File: config.mk
export PLATFORM = sky130hd
export DESIGN_NAME = vector_dsp_instruction_decoder_core
export DESIGN_NICKNAME = d
export VERILOG_FILES = /design/src/rtl/core/vdid_pkg.sv /design/src/rtl/core/vdid_decode.sv /design/src/rtl/core/vector_dsp_instruction_decoder_core.sv
export SDC_FILE = /design/constraint.sdc
export NUM_CORES = 1
export LEC_CHECK = 0
export BUFFER_PORTS_ARGS = -buffer_cell sky130_fd_sc_hd__clkbuf_2
export CORE_UTILIZATION = 51
export CTS_CLUSTER_SIZE = 30
export DETAILED_ROUTE_END_ITERATION = 10
export GPL_TIMING_DRIVEN = 1
export PLACE_DENSITY = 0.83
export SLEW_MARGIN = 5
export SYNTH_ARGS = -nofsm -noshare
export SYNTH_HDL_FRONTEND = slang
export SYNTH_SLANG_ARGS = --single-unit
File: constraint.sdc
create_clock -name clk -period 2.6 [get_ports clk]
set_clock_uncertainty 0.05 [all_clocks]
set_input_delay 0.52 -clock clk [delete_from_list [all_inputs] [get_ports clk]]
set_output_delay 0.52 -clock clk [all_outputs]
set_load 0.05 [all_outputs]
File: src/rtl/core/vdid_pkg.sv
// ============================================================================
// vdid_pkg
// Shared types and codes for the vector DSP instruction decoder.
// ============================================================================
package vdid_pkg;

    // Field widths of the decode word.
    localparam int unsigned WORD_W = 32;
    localparam int unsigned NUM_W  = 7;
    localparam int unsigned GRP_W  = 4;

    typedef logic [NUM_W-1:0] instr_num_t;
    typedef logic [GRP_W-1:0] exec_group_t;

    // Execution groups.
    localparam exec_group_t GRP_LOAD    = 4'd0;
    localparam exec_group_t GRP_STORE   = 4'd1;
    localparam exec_group_t GRP_ALUI    = 4'd2;
    localparam exec_group_t GRP_ALUR    = 4'd3;
    localparam exec_group_t GRP_SHIFT   = 4'd4;
    localparam exec_group_t GRP_JUMP    = 4'd5;
    localparam exec_group_t GRP_BRANCH  = 4'd6;
    localparam exec_group_t GRP_COP0    = 4'd7;
    localparam exec_group_t GRP_BREAK   = 4'd8;
    localparam exec_group_t GRP_VLS     = 4'd9;
    localparam exec_group_t GRP_COP2MV  = 4'd10;
    localparam exec_group_t GRP_LANE    = 4'd11;
    localparam exec_group_t GRP_COMPUTE = 4'd12;
    localparam exec_group_t GRP_SELECT  = 4'd13;

    // Largest legal codes.
    localparam instr_num_t  NUM_MAX = 7'd121;
    localparam exec_group_t GRP_MAX = GRP_SELECT;

    // Dispatching primary opcodes.
    localparam logic [5:0] OP_SPECIAL = 6'h00;
    localparam logic [5:0] OP_REGIMM  = 6'h01;
    localparam logic [5:0] OP_COP0    = 6'h10;
    localparam logic [5:0] OP_COP2    = 6'h12;
    localparam logic [5:0] OP_VLOAD   = 6'h32;
    localparam logic [5:0] OP_VSTORE  = 6'h3A;

    // Decoded result.
    typedef struct packed {
        instr_num_t  num;
        exec_group_t grp;
        logic        is_vector;
        logic        illegal;
    } dec_result_t;

endpackage

File: src/rtl/core/vdid_decode.sv
// ============================================================================
// vdid_decode
// Combinational decode of one instruction word into number, group and flags.
// ============================================================================
module vdid_decode
(
    input  logic [31:0]          word,
    output vdid_pkg::dec_result_t result
);
    import vdid_pkg::*;

    logic [5:0]  op;
    logic [5:0]  funct;
    logic [4:0]  rs;
    logic [4:0]  rt;
    logic [4:0]  vsel;
    logic        hit;
    instr_num_t  num;
    exec_group_t grp;

    assign op    = word[31:26];
    assign funct = word[5:0];
    assign rs    = word[25:21];
    assign rt    = word[20:16];
    assign vsel  = word[15:11];

    always_comb
    begin
        hit = 1'b1;
        num = '0;
        grp = GRP_LOAD;
        case (op)
            OP_SPECIAL:
            begin
                grp = GRP_ALUR;
                case (funct)
                    6'h20: num = 7'd0;
                    6'h21: num = 7'd1;
                    6'h24: num = 7'd2;
                    6'h27: num = 7'd3;
                    6'h25: num = 7'd4;
                    6'h2A: num = 7'd5;
                    6'h2B: num = 7'd6;
                    6'h22: num = 7'd7;
                    6'h23: num = 7'd8;
                    6'h26: num = 7'd9;
                    6'h00: begin num = 7'd10; grp = GRP_SHIFT; end
                    6'h04: begin num = 7'd11; grp = GRP_SHIFT; end
                    6'h03: begin num = 7'd12; grp = GRP_SHIFT; end
                    6'h07: begin num = 7'd13; grp = GRP_SHIFT; end
                    6'h02: begin num = 7'd14; grp = GRP_SHIFT; end
                    6'h06: begin num = 7'd15; grp = GRP_SHIFT; end
                    6'h09: begin num = 7'd16; grp = GRP_JUMP;  end
                    6'h08: begin num = 7'd17; grp = GRP_JUMP;  end
                    6'h0D: begin num = 7'd18; grp = GRP_BREAK; end
                    default: hit = 1'b0;
                endcase
            end
            OP_REGIMM:
            begin
                grp = GRP_BRANCH;
                case (rt)
                    5'h01: num = 7'd19;
                    5'h11: num = 7'd20;
                    5'h00: num = 7'd21;
                    5'h10: num = 7'd22;
                    default: hit = 1'b0;
                endcase
            end
            OP_COP0:
            begin
                grp = GRP_COP0;
                case (rs)
                    5'h00: num = 7'd23;
                    5'h04: num = 7'd24;
                    default: hit = 1'b0;
                endcase
            end
            OP_COP2:
            begin
                if (word[25])
                begin
                    // vector compute, dense by funct range
                    grp = GRP_COMPUTE;
                    if (funct <= 6'h11)
                    begin
                        num = 7'd25 + 7'(funct);
                        if (funct == 6'h02 || funct == 6'h0A)
                        begin
                            grp = GRP_LANE;
                        end
                    end
                    else if (funct >= 6'h13 && funct <= 6'h15)
                    begin
                        num = 7'd43 + 7'(funct - 6'h13);
                    end
                    else if (funct == 6'h1D)
                    begin
                        num = 7'd46;
                    end
                    else if (funct >= 6'h20 && funct <= 6'h2D)
                    begin
                        num = 7'd47 + 7'(funct - 6'h20);
                        if (funct <= 6'h27)
                        begin
                            grp = GRP_SELECT;
                        end
                    end
                    else if (funct >= 6'h30 && funct <= 6'h37)
                    begin
                        num = 7'd61 + 7'(funct - 6'h30);
                        grp = GRP_LANE;
                    end
                    else
                    begin
                        hit = 1'b0;
                    end
                end
                else
                begin
                    grp = GRP_COP2MV;
                    case (rs)
                        5'h00: num = 7'd69;
                        5'h04: num = 7'd70;
                        5'h02: num = 7'd71;
                        5'h06: num = 7'd72;
                        default: hit = 1'b0;
                    endcase
                end
            end
            OP_VLOAD:
            begin
                grp = GRP_VLS;
                num = 7'd98 + 7'(vsel);
                hit = (vsel < 5'd12);
            end
            OP_VSTORE:
            begin
                grp = GRP_VLS;
                num = 7'd110 + 7'(vsel);
                hit = (vsel < 5'd12);
            end
            6'h20: num = 7'd73;
            6'h24: num = 7'd74;
            6'h21: num = 7'd75;
            6'h25: num = 7'd76;
            6'h30: num = 7'd77;
            6'h23: num = 7'd78;
            6'h27: num = 7'd79;
            6'h28: begin num = 7'd80; grp = GRP_STORE;  end
            6'h38: begin num = 7'd81; grp = GRP_STORE;  end
            6'h29: begin num = 7'd82; grp = GRP_STORE;  end
            6'h2B: begin num = 7'd83; grp = GRP_STORE;  end
            6'h08: begin num = 7'd84; grp = GRP_ALUI;   end
            6'h09: begin num = 7'd85; grp = GRP_ALUI;   end
            6'h0C: begin num = 7'd86; grp = GRP_ALUI;   end
            6'h0F: begin num = 7'd87; grp = GRP_ALUI;   end
            6'h0D: begin num = 7'd88; grp = GRP_ALUI;   end
            6'h0A: begin num = 7'd89; grp = GRP_ALUI;   end
            6'h0B: begin num = 7'd90; grp = GRP_ALUI;   end
            6'h0E: begin num = 7'd91; grp = GRP_ALUI;   end
            6'h02: begin num = 7'd92; grp = GRP_JUMP;   end
            6'h03: begin num = 7'd93; grp = GRP_JUMP;   end
            6'h04: begin num = 7'd94; grp = GRP_BRANCH; end
            6'h07: begin num = 7'd95; grp = GRP_BRANCH; end
            6'h06: begin num = 7'd96; grp = GRP_BRANCH; end
            6'h05: begin num = 7'd97; grp = GRP_BRANCH; end
            default: hit = 1'b0;
        endcase
    end

    // Unlisted encodings report zero number and group.
    always_comb
    begin
        if (hit)
        begin
            result.num       = num;
            result.grp       = grp;
            result.is_vector = (grp >= GRP_VLS);
            result.illegal   = 1'b0;
        end
        else
        begin
            result.num       = '0;
            result.grp       = GRP_LOAD;
            result.is_vector = 1'b0;
            result.illegal   = 1'b1;
        end
    end

endmodule

File: src/rtl/core/vector_dsp_instruction_decoder_core.sv
// ============================================================================
// vector_dsp_instruction_decoder_core
// Two-register decode pipeline: input word register, decode, result register.
// ============================================================================
//
//  channel | direction | handshake          | payload
//  --------+-----------+--------------------+-------------------------------------
//  in      | sink      | in_valid/in_stall  | instruction_word[31:0]
//  out     | source    | out_valid/out_stall| instruction_number[6:0],
//          |           |                    | execution_group[3:0], is_vector, illegal
//
//  One word per clock sustained while out_stall stays low; an accepted word
//  is held in the input register, decoded, then loaded into the result register.
//  The input register and the result register each hold one word,
//  so a stalled result still lets one more word in. rst_n clears both valid
//  flags asynchronously; payload registers are not reset. in_stall rises
//  only when both registers are full and out_stall is high.
//
module vector_dsp_instruction_decoder_core
(
    input  logic        clk,
    input  logic        rst_n,

    input  logic        in_valid,
    output logic        in_stall,
    input  logic [31:0] instruction_word,

    output logic        out_valid,
    input  logic        out_stall,
    output logic [6:0]  instruction_number,
    output logic [3:0]  execution_group,
    output logic        is_vector,
    output logic        illegal
);
    import vdid_pkg::*;

    logic        word_valid_reg;
    logic [31:0] word_reg;
    logic        res_valid_reg;
    dec_result_t res_reg;
    dec_result_t dec_next;

    logic        res_load;    // result register can take a word this cycle
    logic        word_move;   // input register hands its word on
    logic        in_take;     // input handshake completes

    assign res_load  = !res_valid_reg || !out_stall;
    assign word_move = word_valid_reg && res_load;
    assign in_stall  = word_valid_reg && !res_load;
    assign in_take   = in_valid && !in_stall;

    // Decode sits between the two registers.
    vdid_decode u_decode
    (
        .word   (word_reg),
        .result (dec_next)
    );

    // Input stage valid.
    always_ff @(posedge clk or negedge rst_n)
    begin
        if (!rst_n)
        begin
            word_valid_reg <= 1'b0;
        end
        else if (in_take)
        begin
            word_valid_reg <= 1'b1;
        end
        else if (word_move)
        begin
            word_valid_reg <= 1'b0;
        end
    end

    always_ff @(posedge clk)
    begin
        if (in_take)
        begin
            word_reg <= instruction_word;
        end
    end

    // Result stage valid.
    always_ff @(posedge clk or negedge rst_n)
    begin
        if (!rst_n)
        begin
            res_valid_reg <= 1'b0;
        end
        else if (res_load)
        begin
            res_valid_reg <= word_valid_reg;
        end
    end

    always_ff @(posedge clk)
    begin
        if (word_move)
        begin
            res_reg <= dec_next;
        end
    end

    assign out_valid          = res_valid_reg;
    assign instruction_number = res_reg.num;
    assign execution_group    = res_reg.grp;
    assign is_vector          = res_reg.is_vector;
    assign illegal            = res_reg.illegal;

endmodule

==> results.sh <==
export IMPL_period_share_pct=97.4
export IMPL_die_w_um=82.3
export IMPL_final_seq_area_sq_mm=0.00125
export IMPL_p_per_area_mw_per_mm2=447
export IMPL_report_final_slew_viol_count=0
export IMPL_core_area_sq_mm=0.00606
export IMPL_drive_gt1_share_pct=26.7
export IMPL_ys_flop_type="edfxtp_1"
export IMPL_p_leak_nw=1.54
export IMPL_cp_data_required_time_ns=2.59
export IMPL_power_total_mw=1.77
export IMPL_clockBufferDepth=2
export IMPL_drc=0
export IMPL_ys_warnings_count=0
export IMPL_seq_area_frac_synth_pct=38.1
export IMPL_via_per_inst=6.52
export IMPL_start_util_pct=54.2
export IMPL_io_pins=51
export IMPL_path_max_fanout=13
export IMPL_timing_worst_setup_path_type="flip-flop to flip-flop"
export IMPL_cp_end_kind="flip-flop"
export IMPL_rsz0062_at_grt="true"
export IMPL_grt_total_usage_pct=27.3
export IMPL_die_h_um=82.3
export IMPL_status="completed"
export IMPL_ys_seq_elements=42
export IMPL_dr_pass1_iters=5
export IMPL_antenna_found_initial=0
export IMPL_clk_latency_ns=0.31
export IMPL_async_reset_ff_share_pct=4.76
export IMPL_num_fill_cells=513
export IMPL_multi_input_area_sq_mm=0.00189
export IMPL_reg2regPathDepth=8
export IMPL_postPlaceCellArea_sq_mm=0.00379
export IMPL_areaGrowthSynthToFinish_pct=20.3
export IMPL_grt_pass1_vias=2924
export IMPL_cp_arrival_ns=2.52
export IMPL_fin_crit_ns=2.53
export IMPL_hold_worst_slack_ns=0.327
export IMPL_grt_max_degree=28
export IMPL_relSlewSlack_pct=64.7
export IMPL_cts_tree="built"
export IMPL_largest_register_ffs=27
export IMPL_startpoint_type="flip-flop"
export IMPL_fin_tns_setup_ns=0
export IMPL_synth_cell_types=70
export IMPL_num_nets_final=482
export IMPL_r2r_start="word_reg[0]$_DFFE_PP_"
export IMPL_min_from="instruction_word[24]"
export IMPL_dp_hpwl_um=6560
export IMPL_antennaDiodeCount=0
export IMPL_whs_path_depth=1
export IMPL_cts_sinks=42
export IMPL_syn_area_sq_mm=0.00329
export IMPL_grt_overflow_total=0
export IMPL_syn_avg_cell_area_sq_um=9.08
export IMPL_drt_total_wl_um=8920
export IMPL_worst_slew_pin_slew_ns=0.525
export IMPL_stdcell_area_sq_mm=0.00395
export IMPL_place_congestion=0.937
export IMPL_wl_per_cell_um=17.5
export IMPL_syn_inst=362
export IMPL_root_buffer="clkbuf_8"
export IMPL_syn_nets=411
export IMPL_hold_path_class="primary input to flip-flop"
export IMPL_drt_iter0_markers=532
export IMPL_numPortBuffers=45
export IMPL_startpoint="word_reg[0]$_DFFE_PP_"
export IMPL_die_area_sq_mm=0.00677
export IMPL_numCtsBuffers=5
export IMPL_synth_edff_count=40
export IMPL_ant_nets=0
export IMPL_clk_pin_slew_ns=0.10
export IMPL_num_rows=28
export IMPL_dr_total_vias=3320
export IMPL_fmax_mhz=395
export IMPL_ctsHtreeMaxLevel=2
export IMPL_finalSetupViolCount=0
export IMPL_hold_viol_final=0
export IMPL_max_cap_violations=0
export IMPL_grt_pass1_wl_um=13900
export IMPL_peakVddDrop_mv=0.305
==> cell type report <==
class	count	share of cell area [%]
Clock inverter	2	0.317
Multi-Input combinational cell	278	47.9
Tap cell	75	2.37
Timing Repair Buffer	91	14.5
Inverter	15	1.42
Clock buffer	6	1.84
Sequential cell	42	31.7
==> path summary, 6_finish.rpt <==
| kind | to | slack [ns] |
|---|---|---|
| min in group asynchronous | word_valid_reg$_DFFE_PN0P_ | 0.49 |
| setup / recovery | instruction_number[0]$_SDFFCE_PN0P_ | 0.07 |
| hold / removal | word_reg[24]$_DFFE_PP_ | 0.33 |
| max in group asynchronous | out_valid$_DFFE_PN0P_ | 1.92 |
| setup reg to reg | instruction_number[0]$_SDFFCE_PN0P_ | 0.07 |
| hold reg to reg | out_valid$_DFFE_PN0P_ | 0.44 |
==> worst max-delay path, stage by stage (launching register included) <==
cell      delay [ns]
edfxtp_1        0.44
buf_4           0.16
ha_1            0.27
mux2_2          0.28
o21ai_0         0.15
a31oi_1         0.15
o31ai_2         0.27
and4_4          0.40
a31oi_1         0.09
==> cell families after synthesis <==
| group | share of synthesized area, % |
|---|---|
| AOI/OAI and AO/OA | 28.2 |
| xor gates and xnor gates | 2.40 |
| DFF | 38.1 |
| and+or+nand+nor | 18.5 |
| buffers and inverters | 6.02 |
| muxes | 1.29 |
| adders and majority gates | 5.48 |
==> power by group <==
group | total (mW) | switching, mW | internal, mW
Clock | 0.433 | 0.243 | 0.190
Combinational | 0.502 | 0.317 | 0.185
Sequential | 0.832 | 0.0342 | 0.798
Total | 1.77 | 0.593 | 1.17
==> layer usage <==
layer | up-vias | GRT usage [%] | routed length (um)
met3 | 27 | 5.16 | 778
met1 | 1549 | 36.6 | 3730
met2 | 210 | 44.2 | 4170
li1 | 1534 | - | -
met4 | 0 | 9.30 | 235
met5 | - | 0 | 0
==> stage by stage <==
step           instances  worst slack [ns]  utilization (%)
6_report             509            0.0683             65.2
5_1_grt              509           -0.0430             65.2
4_1_cts              508           0.00974             64.2
3_5_place_dp         499            0.0329             62.6
3_3_place_gp         499             0.114             62.6
2_1_floorplan        362             0.124                -
==> cells in the final DEF (no fill, tap or decap), types with 13 or more instances in the layout <==
cell      count
nor3_1       14
edfxtp_1     40
nand3_1      13
buf_4        45
nand2_1      20
clkbuf_2     45
inv_1        14
o21ai_0      28
nor2_1       22
a21oi_1      29
==> synth_stat cells, drive strengths merged (10+ instances only) <==
| library cell | count | area (sq um) |
|---|---|---|
| edfxtp | 40 | 1200 |
| a21oi | 29 | 145 |
| o21ai | 28 | 140 |
| nor2 | 23 | 86.3 |
| nand2 | 20 | 75.1 |
| buf | 16 | 100 |
| inv | 15 | 56.3 |
| nor3 | 14 | 70.1 |
| nand3 | 13 | 65.1 |
| ha | 12 | 150 |
| clkbuf | 11 | 41.3 |
| a31oi | 10 | 62.6 |
==> timing repair <==
item	CTS	global route
setup endpoints to repair	0	12
setup buffers	0	1
endpoints found under the hold margin	2	0
hold buffers	1	0
gates resized for setup	0	11
Note: power is estimated with default switching activity, not from simulation.
